[src/rtl/cfr_pkg.sv]
// Shared types and constants for the command frame responder.
// Used by every module of the block; depends on nothing else.
package cfr_pkg;

   localparam int CFG_PAYLOAD_BYTES = 12;
   localparam int LIMIT_COUNT       = 6;
   localparam int SWITCH_COUNT      = 5;
   localparam int QUEUE_DEPTH       = 4;
   localparam int QPTR_W            = $clog2(QUEUE_DEPTH);
   localparam int QCNT_W            = $clog2(QUEUE_DEPTH + 1);

   localparam logic [7:0] HEADER_RESET   = 8'hAA;
   localparam logic [7:0] CMD_GET_CFG    = 8'h01;
   localparam logic [7:0] CMD_SET_CFG    = 8'h02;
   localparam logic [7:0] CMD_SAVE       = 8'h03;
   localparam logic [7:0] CMD_SET_SWITCH = 8'h04;
   localparam logic [7:0] RESP_BIT       = 8'h80;
   localparam logic [7:0] RESP_REPORT    = 8'h85;
   localparam logic [7:0] STATUS_OK      = 8'h00;
   localparam logic [7:0] STATUS_BAD_LEN = 8'h01;
   localparam logic [7:0] STATUS_UNKNOWN = 8'hFF;
   localparam logic [7:0] REPORT_LEN     = 8'd11;
   localparam logic [7:0] STATUS_LEN     = 8'd1;

   localparam logic [4:0] SWITCH_MASK = 5'((1 << SWITCH_COUNT) - 1);

   typedef logic [CFG_PAYLOAD_BYTES-1:0][7:0] payload_type;
   typedef logic [LIMIT_COUNT-1:0][15:0]      limits_type;

   // One response frame waiting to be sent.
   typedef struct packed {
      logic [7:0]  header;
      logic [7:0]  cmd;
      logic [7:0]  len;
      payload_type data;
      logic        drive_update;
      logic        save_pulse;
      logic [4:0]  drive_bits;
   } job_type;

   typedef struct packed {
      logic full;
      logic empty;
   } qstat_type;

endpackage

[src/rtl/cfr_front.sv]
// Front end: frame parser, configuration state and response job builder.
// Depends on cfr_pkg.
module cfr_front (
   input  logic             clock,
   input  logic             reset,
   input  logic             csr_we,
   input  logic [7:0]       csr_wdata,
   input  logic             accept,
   input  logic             opcode,
   input  logic [7:0]       rx_byte,
   input  logic [15:0]      vin_centivolts,
   input  logic [15:0]      current_one_ma,
   input  logic [15:0]      current_two_ma,
   input  logic [15:0]      current_three_ma,
   input  logic [15:0]      current_four_ma,
   input  logic [4:0]       switch_status,
   output logic             push,
   output cfr_pkg::job_type job
);
   import cfr_pkg::*;

   typedef enum logic [1:0] {PH_HUNT, PH_CMD, PH_LEN, PH_DATA} phase_type;

   phase_type   phase_ff, phase_in;
   logic [7:0]  header_ff, cmd_ff, cmd_in, len_ff, len_in, count_ff, count_in;
   payload_type store_ff, store_in;
   limits_type  limits_ff, limits_in;
   logic [4:0]  switch_ff, switch_in;
   logic        finish;
   logic        ok;
   logic [7:0]  status;

   always_comb begin
      phase_in  = phase_ff;
      cmd_in    = cmd_ff;
      len_in    = len_ff;
      count_in  = count_ff;
      store_in  = store_ff;
      limits_in = limits_ff;
      switch_in = switch_ff;
      finish    = 1'b0;
      if (accept && !opcode) begin
         case (phase_ff)
            PH_HUNT: begin
               if (rx_byte == header_ff) phase_in = PH_CMD;
            end
            PH_CMD: begin
               cmd_in   = rx_byte;
               phase_in = PH_LEN;
            end
            PH_LEN: begin
               len_in   = rx_byte;
               count_in = 8'd0;
               if (rx_byte == 8'd0) begin
                  finish   = 1'b1;
                  phase_in = PH_HUNT;
               end else begin
                  phase_in = PH_DATA;
               end
            end
            default: begin
               // Bytes past the store are counted but dropped.
               if (count_ff < 8'(CFG_PAYLOAD_BYTES)) store_in[count_ff[3:0]] = rx_byte;
               count_in = count_ff + 8'd1;
               if (count_in == len_ff) begin
                  finish   = 1'b1;
                  phase_in = PH_HUNT;
               end
            end
         endcase
      end

      // Response for a finished frame; state changes only when finish is set.
      ok     = 1'b0;
      status = STATUS_OK;
      job              = '0;
      job.header       = header_ff;
      job.cmd          = cmd_ff | RESP_BIT;
      job.len          = STATUS_LEN;
      case (cmd_ff)
         CMD_GET_CFG: begin
            if (len_in == 8'd0) begin
               job.len = 8'(2 * LIMIT_COUNT);
               for (int i = 0; i < LIMIT_COUNT; i++) begin
                  job.data[2*i]   = limits_ff[i][15:8];
                  job.data[2*i+1] = limits_ff[i][7:0];
               end
            end else begin
               status = STATUS_BAD_LEN;
            end
         end
         CMD_SET_CFG: begin
            if (len_in == 8'(CFG_PAYLOAD_BYTES)) begin
               ok = 1'b1;
               if (finish) begin
                  for (int i = 0; i < LIMIT_COUNT; i++) begin
                     limits_in[i] = {store_in[2*i], store_in[2*i+1]};
                  end
               end
            end else begin
               status = STATUS_BAD_LEN;
            end
         end
         CMD_SAVE: begin
            if (len_in == 8'd0) begin
               ok             = 1'b1;
               job.save_pulse = 1'b1;
            end else begin
               status = STATUS_BAD_LEN;
            end
         end
         CMD_SET_SWITCH: begin
            if (len_in == 8'd1) begin
               ok               = 1'b1;
               job.drive_update = 1'b1;
               if (finish) switch_in = store_in[0][4:0] & SWITCH_MASK;
            end else begin
               status = STATUS_BAD_LEN;
            end
         end
         default: begin
            status = STATUS_UNKNOWN;
         end
      endcase
      if (job.cmd != (CMD_GET_CFG | RESP_BIT) || ok || status != STATUS_OK) begin
         job.data[0] = status;
      end

      if (opcode) begin
         job              = '0;
         job.header       = header_ff;
         job.cmd          = RESP_REPORT;
         job.len          = REPORT_LEN;
         job.data[0]      = vin_centivolts[15:8];
         job.data[1]      = vin_centivolts[7:0];
         job.data[2]      = current_one_ma[15:8];
         job.data[3]      = current_one_ma[7:0];
         job.data[4]      = current_two_ma[15:8];
         job.data[5]      = current_two_ma[7:0];
         job.data[6]      = current_three_ma[15:8];
         job.data[7]      = current_three_ma[7:0];
         job.data[8]      = current_four_ma[15:8];
         job.data[9]      = current_four_ma[7:0];
         job.data[10]     = {3'b000, switch_status};
      end
      job.drive_bits = switch_in;
      push = accept && (opcode || finish);
   end

   always_ff @(posedge clock) begin
      if (reset) begin
         phase_ff  <= PH_HUNT;
         header_ff <= HEADER_RESET;
         cmd_ff    <= 8'd0;
         len_ff    <= 8'd0;
         count_ff  <= 8'd0;
         limits_ff <= '0;
         switch_ff <= 5'd0;
      end else begin
         phase_ff  <= phase_in;
         cmd_ff    <= cmd_in;
         len_ff    <= len_in;
         count_ff  <= count_in;
         limits_ff <= limits_in;
         switch_ff <= switch_in;
         if (csr_we) header_ff <= csr_wdata;
      end
   end

   always_ff @(posedge clock) begin
      store_ff <= store_in;
   end

endmodule

[src/rtl/cfr_queue.sv]
// Small job queue in flip-flops between the parser and the byte sender.
// Depends on cfr_pkg.
module cfr_queue (
   input  logic                 clock,
   input  logic                 reset,
   input  logic                 push,
   input  cfr_pkg::job_type     push_job,
   input  logic                 pop,
   output cfr_pkg::job_type     head_job,
   output cfr_pkg::qstat_type   stat
);
   import cfr_pkg::*;

   job_type             entry_ff [QUEUE_DEPTH];
   logic [QPTR_W-1:0]   wr_ptr_ff, rd_ptr_ff;
   logic [QCNT_W-1:0]   count_ff;
   logic                do_push, do_pop;

   assign stat.full  = (count_ff == QCNT_W'(QUEUE_DEPTH));
   assign stat.empty = (count_ff == '0);
   assign do_push    = push && !stat.full;
   assign do_pop     = pop && !stat.empty;
   assign head_job   = entry_ff[rd_ptr_ff];

   always_ff @(posedge clock) begin
      if (reset) begin
         wr_ptr_ff <= '0;
         rd_ptr_ff <= '0;
         count_ff  <= '0;
      end else begin
         if (do_push) wr_ptr_ff <= wr_ptr_ff + QPTR_W'(1);
         if (do_pop)  rd_ptr_ff <= rd_ptr_ff + QPTR_W'(1);
         if (do_push && !do_pop)      count_ff <= count_ff + QCNT_W'(1);
         else if (do_pop && !do_push) count_ff <= count_ff - QCNT_W'(1);
      end
   end

   always_ff @(posedge clock) begin
      if (do_push) entry_ff[wr_ptr_ff] <= push_job;
   end

endmodule

[src/rtl/cfr_back.sv]
// Back end: walks the head job byte by byte into the output register.
// Depends on cfr_pkg.
module cfr_back (
   input  logic               clock,
   input  logic               reset,
   input  cfr_pkg::job_type   head_job,
   input  cfr_pkg::qstat_type stat,
   output logic               pop,
   output logic               rsp_tvalid,
   input  logic               rsp_tready,
   output logic [15:0]        rsp_tdata,
   output logic               rsp_tlast
);
   import cfr_pkg::*;

   logic [3:0]  idx_ff, idx_in;
   logic        valid_ff;
   logic [15:0] data_ff, data_in;
   logic        last_ff, last_in;
   logic        load;
   logic [7:0]  tx;
   logic [3:0]  data_idx;
   logic        first;

   assign load     = !stat.empty && (!valid_ff || rsp_tready);
   assign data_idx = idx_ff - 4'd3;
   assign first    = (idx_ff == 4'd0);

   always_comb begin
      case (idx_ff)
         4'd0:    tx = head_job.header;
         4'd1:    tx = head_job.cmd;
         4'd2:    tx = head_job.len;
         default: tx = (data_idx < 4'(CFG_PAYLOAD_BYTES)) ? head_job.data[data_idx] : 8'd0;
      endcase
      // The frame ends on byte index len + 2.
      last_in = ({4'd0, idx_ff} == head_job.len + 8'd2);
      data_in = {1'b0, head_job.save_pulse & first, head_job.drive_bits,
                 head_job.drive_update & first, tx};
      idx_in  = last_in ? 4'd0 : idx_ff + 4'd1;
      pop     = load && last_in;
   end

   always_ff @(posedge clock) begin
      if (reset) begin
         valid_ff <= 1'b0;
         idx_ff   <= 4'd0;
      end else begin
         if (load) begin
            valid_ff <= 1'b1;
            idx_ff   <= idx_in;
         end else if (rsp_tready) begin
            valid_ff <= 1'b0;
         end
      end
   end

   always_ff @(posedge clock) begin
      if (load) begin
         data_ff <= data_in;
         last_ff <= last_in;
      end
   end

   assign rsp_tvalid = valid_ff;
   assign rsp_tdata  = data_ff;
   assign rsp_tlast  = last_ff;

endmodule

[src/rtl/command_frame_responder.sv]
// Command frame responder top level: parser, job queue and byte sender.
// Depends on cfr_pkg, cfr_front, cfr_queue and cfr_back.
//
// The req channel carries one received byte per item (tuser = 0) or a
// request for a state report (tuser = 1) together with the measurements.
// The front parses header, command, length and payload one item per cycle
// while the queue is not full, and turns every completed frame or report
// request into a response job. Jobs wait in a four-entry queue; the back
// sends one response byte per cycle on the rsp channel while the receiver
// is ready, with tlast on the final byte of each frame. A frame's job is
// written into the queue when the item that completes it is accepted; with
// an idle sender its first byte is then loaded into the output register.
// Response frames are 4 to 15 bytes long. The front keeps accepting items
// while the sender is busy with earlier frames; req_tready drops only while
// the queue is full. When the receiver stalls, the output register holds
// its byte and the parser keeps accepting items until the queue fills.
// Reset clears the parser, the limits and the switch drive, empties the
// queue and sets the header byte to 0xAA. csr_we writes a new header byte.
module command_frame_responder (
   input  logic        clock,
   input  logic        reset,
   input  logic        csr_we,
   input  logic [7:0]  csr_wdata,
   input  logic        req_tvalid,
   output logic        req_tready,
   // tdata: rx_byte[7:0], vin_centivolts[23:8], current_one_ma[39:24],
   // current_two_ma[55:40], current_three_ma[71:56], current_four_ma[87:72],
   // switch_status[92:88], zero fill[95:93]
   input  logic [95:0] req_tdata,
   // tuser: opcode[0]
   input  logic        req_tuser,
   output logic        rsp_tvalid,
   input  logic        rsp_tready,
   // tdata: tx_byte[7:0], drive_update[8], drive_bits[13:9], save_pulse[14],
   // zero fill[15]
   output logic [15:0] rsp_tdata,
   output logic        rsp_tlast
);
   import cfr_pkg::*;

   job_type   push_job, head_job;
   qstat_type stat;
   logic      push, pop, accept;

   assign req_tready = !stat.full;
   assign accept     = req_tvalid && req_tready;

   cfr_front u_front (
      .clock            (clock),
      .reset            (reset),
      .csr_we           (csr_we),
      .csr_wdata        (csr_wdata),
      .accept           (accept),
      .opcode           (req_tuser),
      .rx_byte          (req_tdata[7:0]),
      .vin_centivolts   (req_tdata[23:8]),
      .current_one_ma   (req_tdata[39:24]),
      .current_two_ma   (req_tdata[55:40]),
      .current_three_ma (req_tdata[71:56]),
      .current_four_ma  (req_tdata[87:72]),
      .switch_status    (req_tdata[92:88]),
      .push             (push),
      .job              (push_job)
   );

   cfr_queue u_queue (
      .clock    (clock),
      .reset    (reset),
      .push     (push),
      .push_job (push_job),
      .pop      (pop),
      .head_job (head_job),
      .stat     (stat)
   );

   cfr_back u_back (
      .clock      (clock),
      .reset      (reset),
      .head_job   (head_job),
      .stat       (stat),
      .pop        (pop),
      .rsp_tvalid (rsp_tvalid),
      .rsp_tready (rsp_tready),
      .rsp_tdata  (rsp_tdata),
      .rsp_tlast  (rsp_tlast)
   );

endmodule

[config.mk]
export PLATFORM = sky130hd
export DESIGN_NAME = command_frame_responder
export DESIGN_NICKNAME = d
export VERILOG_FILES = /design/src/rtl/cfr_pkg.sv /design/src/rtl/cfr_front.sv /design/src/rtl/cfr_queue.sv /design/src/rtl/cfr_back.sv /design/src/rtl/command_frame_responder.sv
export SDC_FILE = /design/constraint.sdc
export NUM_CORES = 1
export LEC_CHECK = 0
export BUFFER_PORTS_ARGS = -buffer_cell sky130_fd_sc_hd__buf_2
export CORE_MARGIN = 1.5
export CORE_UTILIZATION = 60
export CTS_BUF_LIST = sky130_fd_sc_hd__clkbuf_4 sky130_fd_sc_hd__clkbuf_8
export CTS_CLUSTER_DIAMETER = 80
export DETAILED_ROUTE_END_ITERATION = 10
export PLACE_DENSITY_LB_ADDON = 0.2
export SKIP_LAST_GASP = 1
export SLEW_MARGIN = 20
export SYNTH_ARGS = -nofsm -noshare
export SYNTH_HDL_FRONTEND = slang
export SYNTH_HIERARCHICAL = 1
export SYNTH_SLANG_ARGS = --single-unit
[constraint.sdc]
create_clock -name clock -period 7.4 [get_ports clock]
set_input_delay 0 -clock clock [delete_from_list [all_inputs] [get_ports clock]]
set_output_delay 0 -clock clock [all_outputs]
set_load 0.02 [all_outputs]
Word level (Yosys, flattened, before mapping)
Memories as Yosys holds them, arrays and structs flattened. A register that Yosys moved wholly into a read port is not among the register bits.
Index checks and enable logic that the tools add are counted.
- mux-type cells: 47
- reductions and logical operators: 36
- equality and inequality tests: 16
- add/sub/neg operators: 8
- bitwise operators: 3
- $lt $le $gt $ge: 5
- operators with widths (cell ; count):
    $mux 96 ; 3
    $mux 100 ; 2
    $mux 118 ; 1
    $bwmux 96 ; 1
    $mux 8 ; 6
    $pmux 8 s3 ; 2
    $bmux 8 s4 ; 1
    $demux 8 s4 ; 1
    $eq 8x1->1 const B ; 2
    $eq 8x2->1 const B ; 2
    $eq 8x8->1 ; 2
    $logic_not 8->1 ; 2
    $pmux 8 s2 ; 1
    $mux 1 ; 15
    $mux 5 ; 3
    $logic_and 1x1->1 ; 10
    $lt 4x5->1 const B ; 2
    $mux 2 ; 5
    $add 8x1->8 const B ; 1
    $add 8x2->8 const B ; 1
    $eq 4x8->1 ; 1
    $eq 8x3->1 const B ; 1
    $eq 8x4->1 const B ; 1
    $lt 8x4->1 const B ; 1
    33 further kinds ; 48
- register bits after elaboration: 259
- word-level logic and storage cells: 147
- bits in writable memories: 504
- input port bits: 110
- memories: 1
- memory list (name ; depth ; width ; rd ports ; clocked after memory_dff ; wr ports ; RTL line ; source):
    u_queue.entry_ff ; 4 ; 126 ; 1 ; 1 ; 1 ; cfr_queue.sv:14 ; job_type entry_ff [QUEUE_DEPTH];

Logic depth before layout (Yosys ltp)
- word-level depth: 12
- depth in mapped cells: 16

Hierarchy
The synthesis kept the hierarchy.
- modules (own cells, without submodules) (module ; area an instance (um^2) ; cells each ; sequential area each (um^2) ; times used):
    cfr_queue ; 18751.7 ; 711 ; 15434.8 ; 1
    cfr_front ; 11587.4 ; 1270 ; 4624.4 ; 1
    cfr_back ; 2001.9 ; 177 ; 580.6 ; 1
    command_frame_responder ; 10.0 ; 2 ; 0.0 ; 1

Worst setup path after synthesis
No wires, ideal clock.
- path kind: reg2reg
- start point: reg u_front.count_ff[1]
- end point: mem u_queue/entry_ff[0][0] in the netlist's numbering (enable)
- setup time: 0.501 ns
- arrival time: 5.037 ns
- required time: 6.899 ns
- period minus slack after synthesis: 5.538 ns
- setup slack: 1.862 ns
- stages on the path, launching flop included: 12
- path through: dfxtp_1 ha_1 clkbuf_1 nand3_1 nor2_1 xnor2_1 nand4_1 nor3_1 o31a_1 inv_1 nor2_1 and2_1
- longest elaborated chain between the ends: 10
- RTL lines (element ; RTL line ; source):
    start, declared ; cfr_front.sv:25 ; logic [7:0] header_ff, cmd_ff, cmd_in, len_ff, len_in, count_ff, count_in;
    start signal, assigned ; cfr_front.sv:163 ; count_ff <= count_in;
    $add 8x1->8 ; cfr_front.sv:64 ; count_in = count_ff + 8'd1;
    $eq 8x8->1 ; cfr_front.sv:65 ; if (count_in == len_ff) begin
    $mux 1 ; cfr_front.sv:65 ;
    $pmux 1 s2 ; cfr_front.sv:43 ; case (phase_ff)
    $mux 1 ; cfr_front.sv:42 ; if (accept && !opcode) begin
    $logic_or 1x1->1 ; cfr_front.sv:147 ; push = accept && (opcode || finish);
    $logic_and 1x1->1 ; cfr_front.sv:147 ;
    via push ; command_frame_responder.sv:43 ; logic push, pop, accept;
    $logic_and 1x1->1 ; cfr_queue.sv:21 ; assign do_push = push && !stat.full;
    via u_queue.do_push ; cfr_queue.sv:17 ; logic do_push, do_pop;
    $mux 1 ; cfr_queue.sv:39 ; if (do_push) entry_ff[wr_ptr_ff] <= push_job;
    $mux 1 (not written as such) ; cfr_queue.sv:39 ;
    end, declared ; cfr_queue.sv:14 ;
The timed path passes the listed nets, and every way through them passes these cells.

==> metrics <==
status complete, no violations; Hold/Removal Path Class input pin to flip-flop; DRT iter0 DRCs 1766; predominant post-synthesis flop cell edfxtp_1; I/O Buffers 124; Final Core Density 0.702; clk slew on worst S/H paths 0.06 ns; f_max roughly 200 MHz; most area-hungry cell type in the Yosys netlist edfxtp_1; Mapped Avg Cell Area around 15 µm²; Clock Latency Late Sink 0.78 ns; Internal Pwr Total 7.20 mW; switching pwr 2.15 mW; Worst Setup SP u_queue/count_ff[2]$_SDFFE_PP0P_; antenna cell count 0; initial core utilization 0.611; top-count cell post-synth edfxtp_1; CP Launch Type flip-flop; CP max FO 36; Final Max Slew Viols 0; Worst EP arrival 5.41 ns; CTS sink count 769; Mapped Cells 2160; Crit Path Category flip-flop to flip-flop; GR Overflow Total 0; H-tree levels 4; synth warn 6; final wirelength 76500 µm; Site Rows 84; Net Sw Frac 0.230; WL per Instance around 24 µm; # DRC 0; share of cells above drive strength 1 0.323; CTS Buffer Depth 3; RR Startpoint u_queue/count_ff[2]$_SDFFE_PP0P_; Yosys top cell area share 0.486; hpwl dp around 43000 µm; vias per inst 6.10; Via Count between 15000 and 20000; fin crit share 0.664; drt pass-1 iters 6; Fin Setup TNS 0 ns; Clock Skews 0.0271 ns; Worst-Margin Slew 1.16 ns; die area 55300 µm²; clock share of power 0.416; post-route ant nets 0; final setup vio count 0; Tot GR Track Use 0.282; Post-Syn Area 32400 µm²; Die W 235 µm; worst path required time 7.89 ns; Synth async-reset ratio 0; maximum capacitance violations 0; number of synthesized register bits 769; leading cell types by count after synthesis edfxtp_1, dfxtp_1, nand2_1; Peak VDD IR 126 µV; Nets 2535; hold path start req_tvalid; WHS 0.0913 ns; Final Cell Area 37200 µm²; final hold violations 0; Comb pwr share 0.077; minimum clock period 4.91 ns; initial antenna violation count 1; largest net degree at the start of global routing 100; P&R area growth vs syn 15.0%; I/O pin cnt 129; vias in the first global route 19800; first-pass GRT wire length 117000 µm; relative slew slack 0.224; number of synthesized flops with an enable pin 524; core area 53000 µm²; Netlist cell types 72; DIE HEIGHT between 200 and 250 µm; Leakage about 13 nW; Num CTS Buffers 130; Pwr Density 251 nW/µm²; crit path capture type flip-flop; sequential fraction of the synthesis area 0.638; Root Driver clkbuf_8; unrepaired setup endpoints after global routing no; dpl cell area approximately 33000 µm²; routability cong. 0.814; dominant cells by area after synthesis edfxtp_1, dfxtp_1, mux4_2, mux2_2, a211oi_2; PnR Total Power 9.35 mW; CTS tree done; Flop pwr share 0.507
## cell usage in the layout (no fill, tap or decap), types with 10 or more instances in the layout
cell type / netlist / layout
clkinv_1: 0 / 14
xor2_1: 10 / 10
buf_2: 42 / 122
nand3_1: 22 / 22
a21oi_1: 46 / 46
a211oi_2: 90 / 90
nand4_1: 19 / 19
clkbuf_4: 0 / 58
and2_1: 25 / 21
mux4_2: 130 / 130
mux2i_1: 19 / 19
nor2_1: 138 / 137
clkbuf_8: 0 / 147
inv_1: 20 / 20
edfxtp_1: 524 / 524
a21oi_2: 86 / 86
dlygate4sd3_1: 0 / 126
ha_1: 20 / 19
o21ai_0: 97 / 97
mux4_1: 21 / 21
mux2_2: 101 / 101
nand2_1: 231 / 231
dfxtp_1: 245 / 242
xnor2_1: 16 / 16
buf_4: 14 / 19
## final cells by class
class	count	area, µm²
Clock inverter	37	280
Inverter	22	82.6
Timing Repair Buffer	274	2140
Sequential cell	769	20600
Tap cell	688	861
Fill cell	3524	15800
Multi-Input combinational cell	1207	10700
Clock buffer	205	2460
## layer usage
metal / share of wire / GRT usage / wire length, µm / up-vias
met5: 0 / 0 / 0 / -
met3: 0.067 / 0.0578 / 5160 / 99
met4: 0.022 / 0.0885 / 1690 / 0
met2: 0.49 / 0.464 / 37400 / 764
li1: - / - / - / 8724
met1: 0.42 / 0.381 / 32200 / 9950
## path summary, 6_finish.rpt
check	to	slack, ns	cells past startpoint
worst max-delay path	u_queue/entry_ff[3][25]$_DFFE_PP_	2.49	10
worst min register to register	u_front/cmd_ff[6]$_SDFFE_PP0P_	0.48	2
worst min-delay path	u_queue/wr_ptr_ff[0]$_SDFFE_PP0P_	0.09	6
worst max register to register	u_queue/entry_ff[3][25]$_DFFE_PP_	2.49	10
## cell families (layout without fill, tap and decap cells)
logic type,Yosys count,count (layout),share of synthesized area
flops,769,769,0.638
simple gates,508,508,0.0703
compound gates,373,373,0.0944
mux,272,272,0.149
buf+inv,187,538,0.0318
xor+xnor,27,27,0.00754
fa+ha+maj,21,21,0.00835
other cells,3,6,0.000348
## repair_timing
| item | 4_1_cts | 5_1_grt |
|---|---|---|
| hold buffers | 126 | 0 |
| resized for setup | 0 | 0 |
| endpoints found under the hold margin | 514 | 0 |
| setup buffers | 0 | 0 |
## power groups by stage
| stage | Clock (mW) | Combinational (mW) | Sequential, mW |
|---|---|---|---|
| global route | 4.15 | 0.753 | 4.75 |
| CTS | 3.95 | 0.708 | 4.74 |
| detailed placement | 0 | 0.650 | 4.83 |
| global placement | 0 | 0.637 | 4.82 |
| floorplan | 0 | 0.360 | 4.86 |
| finish | 3.89 | 0.716 | 4.74 |
## through the flow
| stage | setup slack (ns) | cells |
|---|---|---|
| finish | 2.49 | 3202 |
| global route | 2.24 | 3202 |
| CTS | 2.52 | 3202 |
| detailed placement | 2.61 | 2834 |
| global placement | 2.71 | 2834 |
| floorplan | 1.86 | 2163 |
## flip-flops by register name, indices dropped and copies added, names as in the netlist, 5 cells and up, named ones only
register           count
u_front/header_ff      8
u_front/count_ff       8
u_back/rsp_tdata      15
u_front/limits_ff     96
u_queue/entry_ff     508
u_front/len_ff         8
u_front/store_ff      96
u_front/switch_ff      5
u_front/cmd_ff         8
## worst max-delay path, stage by stage (launching register included)
cell and delay, ns:
dfxtp_1 0.41, nor3b_1 0.60, nor2b_1 0.31, nand3b_1 0.45, mux2i_1 0.42, nand3_2 0.15
or3_1 0.44, nor2_4 0.67, buf_4 0.55, nand2_1 0.12, o21ai_0 0.48
Note: power is estimated with default switching activity, not from simulation.
